[src/rtl/spimbe_pkg.sv]
// ----------------------------------------------------------------------------
// spimbe_pkg: shared definitions for the SPI master bit engine
// Phase codes, register indexes, reset values and the request/result records.
// ----------------------------------------------------------------------------
package spimbe_pkg;

   localparam int unsigned CNT_W         = 16;
   localparam int unsigned BITS_PER_BYTE = 8;
   localparam int unsigned BIT_IDX_W     = $clog2(BITS_PER_BYTE);
   localparam logic [BIT_IDX_W-1:0] LAST_BIT = BIT_IDX_W'(BITS_PER_BYTE - 1);

   localparam logic [2:0] PH_IDLE  = 3'd0;
   localparam logic [2:0] PH_SETUP = 3'd1;
   localparam logic [2:0] PH_LOW   = 3'd2;
   localparam logic [2:0] PH_HIGH  = 3'd3;
   localparam logic [2:0] PH_AWAIT = 3'd4;
   localparam logic [2:0] PH_HOLD  = 3'd5;

   localparam logic REG_CS_DELAY = 1'b0;
   localparam logic REG_HALF_BIT = 1'b1;

   localparam logic [CNT_W-1:0] CS_DELAY_RESET = 16'd500;
   localparam logic [CNT_W-1:0] HALF_BIT_RESET = 16'd100;

   typedef struct packed {
      logic       tick;
      logic       cmd_valid;
      logic       func;
      logic [7:0] tx_byte;
      logic       last_byte;
      logic       miso;
   } req_type;

   typedef struct packed {
      logic       cs_n;
      logic       sck;
      logic       mosi;
      logic       cmd_ready;
      logic       rx_valid;
      logic [7:0] rx_byte;
   } rsp_type;

endpackage

[src/rtl/spimbe_seq.sv]
// ----------------------------------------------------------------------------
// spimbe_seq: pin sequencer of the SPI master bit engine
// Holds phase, tick counter, shifter, pin levels and the timing registers;
// computes the result of one request and advances on accept.
// ----------------------------------------------------------------------------
module spimbe_seq
   import spimbe_pkg::*;
(
   input  logic             clock,
   input  logic             reset,
   input  logic             csr_we,
   input  logic             csr_addr,
   input  logic [CNT_W-1:0] csr_wdata,
   input  logic             step_en,
   input  req_type          req,
   output rsp_type          rsp
);

   logic [2:0]           phase_ff, phase_in;
   logic [CNT_W-1:0]     count_ff, count_in;
   logic [BIT_IDX_W-1:0] bit_ff, bit_in, bit_inc;
   logic [7:0]           shift_ff, shift_in;
   logic                 recv_ff, recv_in;
   logic                 end_ff, end_in;
   logic                 cs_ff, cs_in, sck_ff, sck_in, mosi_ff, mosi_in;
   logic [CNT_W-1:0]     cs_delay_ff, half_bit_ff, limit;
   logic [CNT_W:0]       count_inc;
   logic                 done;

   // one counter serves every delay; a limit of zero behaves like one
   always_comb begin
      limit     = (phase_ff == PH_LOW || phase_ff == PH_HIGH) ? half_bit_ff : cs_delay_ff;
      count_inc = {1'b0, count_ff} + {{CNT_W{1'b0}}, 1'b1};
      done      = req.tick && (count_inc >= {1'b0, limit});
      bit_inc   = bit_ff + BIT_IDX_W'(1);
   end

   always_comb begin
      phase_in = phase_ff;
      count_in = count_ff;
      bit_in   = bit_ff;
      shift_in = shift_ff;
      recv_in  = recv_ff;
      end_in   = end_ff;
      cs_in    = cs_ff;
      sck_in   = sck_ff;
      mosi_in  = mosi_ff;
      rsp      = '0;
      if (req.tick) begin
         count_in = done ? '0 : count_inc[CNT_W-1:0];
      end
      unique case (phase_ff)
         PH_SETUP: begin
            if (done) begin
               sck_in   = 1'b0;
               mosi_in  = recv_ff ? mosi_ff : shift_ff[bit_ff];
               phase_in = PH_LOW;
            end
         end
         PH_LOW: begin
            if (done) begin
               if (recv_ff && req.miso) begin
                  shift_in[bit_ff] = 1'b1;
               end
               sck_in   = 1'b1;
               phase_in = PH_HIGH;
            end
         end
         PH_HIGH: begin
            if (done) begin
               if (bit_ff == LAST_BIT) begin
                  bit_in       = '0;
                  rsp.rx_valid = recv_ff;
                  rsp.rx_byte  = recv_ff ? shift_ff : 8'd0;
                  phase_in     = end_ff ? PH_HOLD : PH_AWAIT;
               end else begin
                  bit_in   = bit_inc;
                  sck_in   = 1'b0;
                  mosi_in  = recv_ff ? mosi_ff : shift_ff[bit_inc];
                  phase_in = PH_LOW;
               end
            end
         end
         PH_AWAIT: begin
            // next byte of an open frame starts its low half at once
            count_in = count_ff;
            if (req.cmd_valid) begin
               rsp.cmd_ready = 1'b1;
               recv_in  = req.func;
               end_in   = req.last_byte;
               shift_in = req.func ? 8'd0 : req.tx_byte;
               bit_in   = '0;
               count_in = '0;
               sck_in   = 1'b0;
               mosi_in  = req.func ? mosi_ff : req.tx_byte[0];
               phase_in = PH_LOW;
            end
         end
         PH_HOLD: begin
            if (done) begin
               cs_in    = 1'b1;
               phase_in = PH_IDLE;
            end
         end
         default: begin
            count_in = count_ff;
            phase_in = PH_IDLE;
            if (req.cmd_valid) begin
               rsp.cmd_ready = 1'b1;
               recv_in  = req.func;
               end_in   = req.last_byte;
               shift_in = req.func ? 8'd0 : req.tx_byte;
               bit_in   = '0;
               count_in = '0;
               cs_in    = 1'b0;
               if (req.func) begin
                  sck_in = 1'b0;
               end
               phase_in = PH_SETUP;
            end
         end
      endcase
      rsp.cs_n = cs_in;
      rsp.sck  = sck_in;
      rsp.mosi = mosi_in;
   end

   always_ff @(posedge clock) begin
      if (reset) begin
         phase_ff <= PH_IDLE;
         count_ff <= '0;
         bit_ff   <= '0;
         shift_ff <= '0;
         recv_ff  <= 1'b0;
         end_ff   <= 1'b0;
         cs_ff    <= 1'b1;
         sck_ff   <= 1'b1;
         mosi_ff  <= 1'b0;
      end else if (step_en) begin
         phase_ff <= phase_in;
         count_ff <= count_in;
         bit_ff   <= bit_in;
         shift_ff <= shift_in;
         recv_ff  <= recv_in;
         end_ff   <= end_in;
         cs_ff    <= cs_in;
         sck_ff   <= sck_in;
         mosi_ff  <= mosi_in;
      end
   end

   always_ff @(posedge clock) begin
      if (reset) begin
         cs_delay_ff <= CS_DELAY_RESET;
         half_bit_ff <= HALF_BIT_RESET;
      end else if (csr_we) begin
         if (csr_addr == REG_CS_DELAY) begin
            cs_delay_ff <= csr_wdata;
         end
         if (csr_addr == REG_HALF_BIT) begin
            half_bit_ff <= csr_wdata;
         end
      end
   end

   a_cs_idle: assert property (@(posedge clock) disable iff (reset)
      (phase_ff == PH_IDLE) |-> cs_ff)
      else $error("chip select low while idle");

   a_ready_phase: assert property (@(posedge clock) disable iff (reset)
      rsp.cmd_ready |-> (phase_ff == PH_IDLE || phase_ff == PH_AWAIT))
      else $error("command taken in the middle of a byte");

   a_rx_recv: assert property (@(posedge clock) disable iff (reset)
      rsp.rx_valid |-> (recv_ff && phase_ff == PH_HIGH && bit_ff == LAST_BIT))
      else $error("receive byte flagged outside a receive byte end");

   a_bit_idx: assert property (@(posedge clock) disable iff (reset)
      (bit_ff != '0) |-> (phase_ff == PH_LOW || phase_ff == PH_HIGH))
      else $error("bit index left nonzero outside a byte");

endmodule

[src/rtl/spi_master_bit_engine_core.sv]
// ----------------------------------------------------------------------------
// spi_master_bit_engine_core: SPI master bit engine, LSB first
// The result is registered: it is valid in the output register in the cycle after the request is accepted.
// Throughput: one request per cycle while results are taken, set by the single-pass sequencer step.
// The output register frees in the cycle it is taken, so requests keep flowing.
// Reset: synchronous; idle phase, chip select and clock high, mosi low,
// timing registers back to 500 and 100 ticks, output register empty.
// ----------------------------------------------------------------------------
module spi_master_bit_engine_core
   import spimbe_pkg::*;
(
   input  logic        clock,
   input  logic        reset,
   // request channel
   input  logic        req_tvalid,
   output logic        req_tready,
   input  logic [15:0] req_tdata,   // tick, cmd_valid, tx_byte[7:0], miso, zero pad
   input  logic [0:0]  req_tuser,   // func
   input  logic        req_tlast,   // last_byte
   // result channel
   output logic        rsp_tvalid,
   input  logic        rsp_tready,
   output logic [15:0] rsp_tdata,   // cs_n, sck, mosi, cmd_ready, rx_valid, rx_byte[7:0], pad
   // register writes
   input  logic        csr_we,
   input  logic        csr_addr,
   input  logic [15:0] csr_wdata
);

   req_type req;
   rsp_type step_rsp;
   rsp_type rsp_ff;
   logic    rsp_valid_ff;
   logic    accept;

   // take a request whenever the output register is empty or drains this cycle
   assign req_tready = !rsp_valid_ff || rsp_tready;
   assign accept     = req_tvalid && req_tready;

   // unpack the request fields
   always_comb begin
      req.tick      = req_tdata[0];
      req.cmd_valid = req_tdata[1];
      req.tx_byte   = req_tdata[9:2];
      req.miso      = req_tdata[10];
      req.func      = req_tuser[0];
      req.last_byte = req_tlast;
   end

   spimbe_seq u_seq (
      .clock     (clock),
      .reset     (reset),
      .csr_we    (csr_we),
      .csr_addr  (csr_addr),
      .csr_wdata (csr_wdata),
      .step_en   (accept),
      .req       (req),
      .rsp       (step_rsp)
   );

   // hold the result until the consumer takes it
   always_ff @(posedge clock) begin
      if (reset) begin
         rsp_valid_ff <= 1'b0;
      end else if (accept) begin
         rsp_valid_ff <= 1'b1;
      end else if (rsp_tready) begin
         rsp_valid_ff <= 1'b0;
      end
   end

   always_ff @(posedge clock) begin
      if (accept) begin
         rsp_ff <= step_rsp;
      end
   end

   assign rsp_tvalid = rsp_valid_ff;
   assign rsp_tdata  = {3'b000, rsp_ff.rx_byte, rsp_ff.rx_valid, rsp_ff.cmd_ready,
                        rsp_ff.mosi, rsp_ff.sck, rsp_ff.cs_n};

endmodule

[config.mk]
export PLATFORM = sky130hd
export DESIGN_NAME = spi_master_bit_engine_core
export DESIGN_NICKNAME = d
export VERILOG_FILES = /design/src/rtl/spimbe_pkg.sv /design/src/rtl/spimbe_seq.sv /design/src/rtl/spi_master_bit_engine_core.sv
export SDC_FILE = /design/constraint.sdc
export NUM_CORES = 1
export LEC_CHECK = 0
export BUFFER_PORTS_ARGS = -buffer_cell sky130_fd_sc_hd__buf_2
export CELL_PAD_IN_SITES_DETAIL_PLACEMENT = 0
export CELL_PAD_IN_SITES_GLOBAL_PLACEMENT = 1
export CORE_ASPECT_RATIO = 0.6
export CORE_MARGIN = 4
export CORE_UTILIZATION = 30
export DETAILED_ROUTE_END_ITERATION = 16
export PLACE_DENSITY_LB_ADDON = 0.1
export SLEW_MARGIN = 20
export SYNTH_ARGS = -nofsm -noshare
export SYNTH_HDL_FRONTEND = slang
export SYNTH_SLANG_ARGS = --single-unit
[constraint.sdc]
create_clock -name clock -period 5.31 [get_ports clock]
set_input_delay 0.2655 -clock clock [delete_from_list [all_inputs] [get_ports clock]]
set_output_delay 0.2655 -clock clock [all_outputs]
set_load 0.01 [all_outputs]
==> impl_metrics.csv <==
group,metric,value,unit
timing,tightest_slew,0.912,ns
routing,routed_wl,12200,um
yosys,synth_cells,506,
grt,grt_use_total,0.149,
power_and_ir_drop,p_per_area,289,nW/um^2
timing,min_period,4.12,ns
grt,grt_start_max_net_pins,70,
die,die_area,16700,um^2
timing,hold_viol_final,0,
die,rows,33,
grt,gr-total-overflow,0,
placed_design,gp_congestion,0.857,
layout,area_growth,16.0,%
clocking,ctsResizeCount,0,
status,outcome,"finished, final reports clean",
clocking,clk_transition_reported_paths,0.07,ns
routing,drt_first_iter_violations,183,
yosys,avgSynthCellArea,8.65,um^2
die,placeableCoreArea,14000,um^2
worst_setup_path,cp_slowest_cell,"ha_1",
min_path,min_path_type,"in2reg",
yosys,synth-edff-count,13,
clocking,clockBufferDepth,2,
routing,post_drt_wl_per_cell,16.5,um
timing,tns,0,ns
worst_setup_path,crit_path_cell_trace,"ha_1 -> buf_12 -> mux2i_1 -> ha_1 -> and4_1 -> nand2_1 -> a31oi_1 -> o31ai_2 -> and4_1 -> buf_4 -> nor3b_1 -> a21oi_1 -> nor2_1",
worst_setup_path,cpPeakStageDelay,0.63,ns
job,max_cap_viol_count,0,
timing,grt_setup_unrepaired,"no",
placed_design,dp_hpwl,8600,um
clocking,cts-buffers-inserted,9,
clocking,clkLatencyLatePin,0.34,ns
routing,vias_per_cell,4.97,
die,top_level_ports,58,
yosys,synth-compound-area-share,0.183,
yosys,yosysWarnings,0,
worst_setup_path,crit_path_end_kind,"register",
timing,setup_viol,0,
layout,utilization,0.364,
layout,drive_gt1_frac,0.161,
yosys,syn_area,4380,um^2
timing,slew_headroom,0.392,
clocking,cts_hold_buf,0,
routing,drc,0,
clocking,cts_tree,"done",
routing,ant_nets,0,
timing,period_share,0.777,
grt,antenna_found_initial,0,
placed_design,dp_cells,724,
timing,drv_slew,0,
clocking,root_buffer,"clkbuf_16",
layout,n_antenna_cell,0,
yosys,seq_area_frac_synth,0.400,
power_and_ir_drop,leakagePower,1.98,nW
placed_design,numPortBuffers,49,
yosys,ys.flop_type,"dfxtp_1",
clocking,post_cts_buffers,0,
worst_setup_path,crit_arrival,4.39,ns
worst_setup_path,crit_required,5.57,ns
clocking,ctsHtreeMaxLevel,3,
die,die_y,102,um
grt,grt_pass1_vias,3433,
worst_setup_path,crit_type,"reg2reg",
grt,grt_pass1_wl,19100,um
yosys,ys_seq_elements,81,
yosys,synth-simple-area-share,0.215,
layout,final_cell_mix,"nand2_1, dfxtp_1, a21oi_1, buf_2, nor2_1",
clocking,clkSinkCount,81,
layout,final_common_cell,"nand2_1",
layout,nets,603,
die,dieWidth,164,um
yosys,synth_xor_area_frac,0.0280,
die,start_util,0.314,
yosys,ys_types,53,
yosys,async_reset_ff_frac,0,
yosys,synth_top_family_by_area,"simple AND/OR/NAND/NOR gates",
timing,hold_ws,0.160,ns
timing,timing.fmax,242,MHz
routing,route.vias.total,3678,
layout,fin_cells,740,
worst_setup_path,start_kind,"register",
yosys,synth-adder-area-share,0.0571,
yosys,synthMuxAreaShare,0.0743,
timing,finClkSkew,0.0107,ns
worst_setup_path,path_max_fanout,14,
power_and_ir_drop,ir_drop,0.135,mV
routing,drt_pass1_iterations,4,
## logic make-up (layout without fill, tap and decap cells)
group / Yosys count / in the layout
other: 1 / 3
multiplexers: 27 / 27
flip-flops: 81 / 81
XOR/XNOR: 14 / 14
buffers and inverters: 44 / 84
AND/OR/NAND/NOR: 197 / 197
AO/OA/AOI/OAI: 122 / 122
adder cells (fa/ha/maj): 20 / 20
## Yosys cell counts, drive strengths merged (5+ instances only)
library cell	count	area share
nand2	88	0.075
dfxtp	68	0.31
a21oi	56	0.067
nor2	34	0.030
clkbuf	23	0.020
ha	20	0.057
mux2i	19	0.043
nand2b	15	0.021
a211oi	14	0.026
edfxtp	13	0.089
nand3	13	0.015
o21ai	13	0.015
a22oi	12	0.021
inv	11	0.0094
nand3b	11	0.019
buf	10	0.013
and2	9	0.013
nor3	7	0.0080
xnor2	7	0.014
xor2	7	0.014
a21o	5	0.0086
a31oi	5	0.0071
and3	5	0.0071
## worst max-delay path, delay by kind of cell (launching register included)
| kind | cells | cell delay (ns) |
|---|---|---|
| muxes | 1 | 0.28 |
| and+or+nand+nor | 5 | 1.08 |
| DFF | 1 | 0.61 |
| adders and majority gates | 2 | 0.93 |
| AOI/OAI and AO/OA | 3 | 0.65 |
| buffers and inverters | 2 | 0.49 |
## path summary, 6_finish.rpt
path,start,end,slack [ns],depth (start not counted)
worst min-delay path,csr_wdata[6],u_seq.cs_delay_ff[6],0.16,3
worst max register to register,u_seq.phase_ff[1],u_seq.count_ff[3],1.19,13
worst max-delay path,u_seq.phase_ff[1],u_seq.count_ff[3],1.19,13
worst min register to register,u_seq.cs_delay_ff[1],u_seq.cs_delay_ff[1],0.45,2
## through the flow
step,setup slack (ns),power [mW],instance area (um^2)
6_report,1.19,1.47,5080
5_1_grt,0.794,1.54,5080
4_1_cts,1.11,1.49,5080
3_5_place_dp,1.15,0.893,4800
3_3_place_gp,1.15,0.892,4800
2_1_floorplan,1.41,0.820,4390
## metal layers
metal	up-vias	wire length, um	part of all wire	global-route usage
li1	1860	-	-	-
met1	1748	7070	0.58	0.244
met2	65	4560	0.37	0.197
met3	5	511	0.042	0.0329
met4	0	55	0.0045	0.0271
met5	-	0	0	0
## report_power, final
group          leakage, nW  total, mW  internal, mW  switching [mW]
Sequential           0.686      0.678         0.655          0.0230
Clock                0.127      0.590         0.320           0.270
Combinational         1.17      0.201        0.0806           0.121
## registers in the layout, summed over array words and instances (netlist names), 3 cells and up
name and cells:
u_seq.phase_ff 3, rsp_tdata 13, u_seq.shift_ff 8, u_seq.half_bit_ff 16, u_seq.bit_ff 3, u_seq.count_ff 16, u_seq.cs_delay_ff 16
## layout make-up
| class | count | area (um^2) |
|---|---|---|
| fill | 1463 | 8870 |
| multi-input combinational | 383 | 2450 |
| sequential | 81 | 1750 |
| timing repair buffer | 57 | 318 |
| tap | 192 | 240 |
| clock buffer | 9 | 225 |
| clock inverter | 7 | 52.6 |
| inverter | 11 | 41.3 |
Power figures use the tool's default switching activity.
